===== src/rtl/mwt_pkg.sv =====
`default_nettype none

package mwt_pkg;

  // one table entry: code key and learned word
  typedef struct packed {
    logic [31:0] key;
    logic [31:0] word;
  } entry_t;

  // input item
  typedef struct packed {
    logic [31:0] code_key;
    logic [31:0] word_bytes;
  } in_t;

  // result item
  typedef struct packed {
    logic       status;
    logic [6:0] found_rank;
  } out_t;

  // result status codes
  localparam logic STATUS_NEW     = 1'b0;
  localparam logic STATUS_PRESENT = 1'b1;

  // sequencer states
  typedef enum logic [0:0] {
    ST_IDLE = 1'b0,
    ST_UPD  = 1'b1
  } state_e;

  // key must match fully; word bytes only where the code byte is in use
  function automatic logic entry_match(entry_t ent, logic [31:0] key, logic [31:0] word);
    logic ok;
    ok = (ent.key == key);
    for (int b = 0; b < 4; b++) begin
      if ((key[8*b +: 8] != 8'd0) && (ent.word[8*b +: 8] != word[8*b +: 8])) begin
        ok = 1'b0;
      end
    end
    return ok;
  endfunction

endpackage

`default_nettype wire


===== src/rtl/mwt_cell.sv =====
`default_nettype none

module mwt_cell (
  input  wire              clk_i,
  input  wire              rst_ni,
  input  wire              cmp_en_i,
  input  mwt_pkg::in_t     cmp_item_i,
  input  wire              shift_en_i,
  input  mwt_pkg::entry_t  prev_entry_i,
  output mwt_pkg::entry_t  entry_o,
  output logic             match_o
);

  mwt_pkg::entry_t entry_q;
  logic            match_q;

  // entry storage, loads from the neighbor closer to the front
  always_ff @(posedge clk_i or negedge rst_ni) begin
    if (!rst_ni) begin
      entry_q <= '0;
    end else if (shift_en_i) begin
      entry_q <= prev_entry_i;
    end
  end

  // local compare against the incoming item
  always_ff @(posedge clk_i or negedge rst_ni) begin
    if (!rst_ni) begin
      match_q <= 1'b0;
    end else if (cmp_en_i) begin
      match_q <= mwt_pkg::entry_match(entry_q, cmp_item_i.code_key, cmp_item_i.word_bytes);
    end
  end

  assign entry_o = entry_q;
  assign match_o = match_q;

endmodule

`default_nettype wire


===== config.mk =====
export PLATFORM = sky130hd
export DESIGN_NAME = mwt_cell
export DESIGN_NICKNAME = d
export VERILOG_FILES = /design/src/rtl/mwt_pkg.sv /design/src/rtl/mwt_cell.sv
export SDC_FILE = /design/constraint.sdc
export NUM_CORES = 1
export LEC_CHECK = 0
export BUFFER_PORTS_ARGS = -buffer_cell sky130_fd_sc_hd__buf_2
export CAP_MARGIN = 20
export CORE_MARGIN = 10
export CORE_UTILIZATION = 48
export CTS_BUF_LIST = sky130_fd_sc_hd__clkbuf_2
export DETAILED_ROUTE_END_ITERATION = 12
export GPL_TIMING_DRIVEN = 1
export PLACE_DENSITY_LB_ADDON = 0.15
export SLEW_MARGIN = 20
export SYNTH_ARGS = -nofsm -noshare
export SYNTH_HDL_FRONTEND = slang
export SYNTH_SLANG_ARGS = --single-unit

===== constraint.sdc =====
create_clock -name clk_i -period 4.3 [get_ports clk_i]
set_input_delay 0.215 -clock clk_i [delete_from_list [all_inputs] [get_ports clk_i]]
set_output_delay 0.215 -clock clk_i [all_outputs]
set_load 0.1 [all_outputs]

==> reports/metrics.csv <==
stage,metric,value,unit
floorplan,io pins,197,
cts,CTS root buf,clkbuf_2,
synthesis,Post-Syn Nets,367,
grt,vias in the first global route,3424,
synthesis,main combinational cell family by area after synthesis,multiplexers,
sta,final hold vios,0,
cts,CTS H-tree lvls,3,
pwr,cell area power density,381,nW/um2
route,DRC errors left,0,
synthesis,#FFs+latches synth,65,
layout,Ant. Diodes,0,
sta,Setup Viol. Count Final,0,
sta,Clock Skew,0.0200,ns
grt,first-pass GRT wire length,17200,um
synthesis,Adder-Cell Fraction of Synth Area,0,%
pwr,Tot Pwr,1.90,mW
floorplan,Die W,101,um
synthesis,syn_area_per_cell,13.5,um2
critical_path,Max Fanout on Critical Path,3,
layout,share of cells above drive strength 1,54.9,%
cts,post_cts resized,0,
layout,final core occ,78.2,%
synthesis,Yosys warnings,0,
route,WL final,11200,um
critical_path,Critical Path RT,4.68,ns
cts,"Reg clk slew, reported paths",0.18,ns
pwr,Leak Pwr,2.38,nW
cts,post-CTS setup buffers,0,
synthesis,Synth Area in XOR/XNOR,17.7,%
layout,"commonest non-fill, non-tap cells in the layout","196 x buf_2, 66 x dlygate4sd3_1, 65 x dfrtp_1",
critical_path,Startpoint Class,flop,
placement,HPWL Detailed,8230,um
floorplan,die footprint,10300,um2
sta,relative slew slack,44.4,%
status,status,completed,
cts,CTS max path bufs,2,
cts,Worst-Skew Late Latency,0.47,ns
synthesis,Synth Area in Simple Gates,5.80,%
route,Post-DRT Antenna Nets,0,
sta,"Slew Viols, Final",0,
route,DR vias/cell,4.95,
grt,GRT Overall Usage,21.5,%
sta,min cycle time layout,1.84,ns
grt,largest net degree at the start of global routing,66,
critical_path,CP endpoint kind,flop,
synthesis,part of the Yosys area used for sequential elements,51.3,%
synthesis,mux cell area share after synthesis,22.7,%
synthesis,Compound-Gate Fraction of Synth Area,1.38,%
route,Initial DRT Pass Iterations,6,
route,wire per inst,19.2,um
hold_path,Hold Crit Class,input port to flop,
route,1st-iter DRT viols,76,
placement,port bufs,196,
grt,initial antenna violation count,0,
placement,GP Congestion,0.795,
floorplan,row cnt,29,
sta,worst slew pin tran,0.833,ns
cts,TritonCTS Buffers,9,
synthesis,Synth area leaders,"dfrtp_1 51%, mux2_2 23%, xor2_1 11%",
flow_run,max_cap viols,0,
floorplan,Die H,101,um
grt,global route overflow,0,
layout,"most common cell after layout, fill and taps aside",buf_2,
layout,synthesis-to-finish area growth,57.5,%
sta,setup TNS,0,ns
layout,layout net count,635,
sta,RSZ-0062 raised after global routing,no,
floorplan,core area,6390,um2
sta,Tcrit/Tclk final,42.8,%
synthesis,top cell type's share of synthesized area,51.3,%
cts,CTS Sinks,65,
pwr,worst vdd ir,0.329,mV
synthesis,Cell variety after synth,16,
cts,CTS tree,built,
critical_path,Crit Path Class,flop to flop,
sta,Max Clock Freq,0.544,GHz
floorplan,initial core utilization,49.7,%
route,via count,2894,
synthesis,Synth Cell Area,3170,um2
critical_path,crit path DAT,2.22,ns
synthesis,Syn Inst Count,235,
synthesis,Synth area leader,dfrtp_1,
kinds of logic after synthesis:
| family | after synthesis |
|---|---|
| simple gates | 29 |
| flops | 65 |
| buf+inv | 8 |
| xor+xnor | 64 |
| compound gates | 5 |
| mux | 64 |
metrics by stage:
| stage | setup slack, ns | hold slack (ns) | std cells | instance area (um2) |
|---|---|---|---|---|
| after floorplan | 2.19 | -0.0806 | 235 | 3170 |
| after global placement | 2.49 | 0.442 | 503 | 4230 |
| after detailed placement | 2.49 | 0.440 | 503 | 4230 |
| after CTS | 2.45 | 0.114 | 585 | 5000 |
| after global routing | 2.42 | 0.105 | 585 | 5000 |
| final | 2.46 | 0.145 | 585 | 5000 |
layer usage:
layer	global-route usage (%)	vias to the layer above	wire, um	share of wire [%]
met1	21.1	1368	3930	35
met5	0	-	0	0
li1	-	1374	-	-
met2	38.7	126	5890	52
met4	8.90	0	312	2.8
met3	9.12	26	1090	9.7
worst max-delay path: stages, from the launching register on:
cell and delay (ns):
dfrtp_1 0.45, xor2_1 0.15, nor4_1 0.37, a22oi_1 0.19, or3_1 0.41, o32ai_2 0.19
cells in the mapped netlist, drive strengths merged:
cell type and instances:
a22oi 3, buf 6, clkbuf 1, dfrtp 65, inv 1, mux2 64
nand2 1, nand4 8, nor3 1, nor4 18, o21ai 1, o32ai 1
or3 1, xnor2 25, xor2 39
final cells by class:
type	count	area [um2]
multi-input cells	162	1510
well taps	77	96.3
clock buffers	12	60.1
repair buffers	264	1660
inverters	1	3.75
clock inverters	4	43.8
fillers	426	1390
flip-flops and latches	65	1630
sequential cells by signal (all words and copies together), names as in the netlist:
register,flops
match_o,1
entry_o,64
where the power goes:
part	total (mW)	internal, mW	switching (mW)
Clock	0.352	0.139	0.213
Sequential	0.728	0.672	0.0566
Combinational	0.823	0.224	0.599
Total	1.90	1.03	0.869
timing repair:
item,in CTS,in global routing
endpoints found under the setup margin,0,0
hold buffers,66,0
endpoints found under the hold margin,130,0
final timing paths:
kind / slack, ns / cells after the start / to / from
min in group asynchronous: 0.44 / 3 / entry_o[11] / rst_ni
max reg2reg: 2.46 / 5 / match_o / entry_o[23]
min reg2reg: 0.57 / 2 / match_o / match_o
max: 2.46 / 5 / match_o / entry_o[23]
min: 0.15 / 4 / match_o / cmp_item_i[50]
max in group asynchronous: 3.30 / 3 / entry_o[49] / rst_ni
No activity file was read; power rests on OpenSTA's default activity.
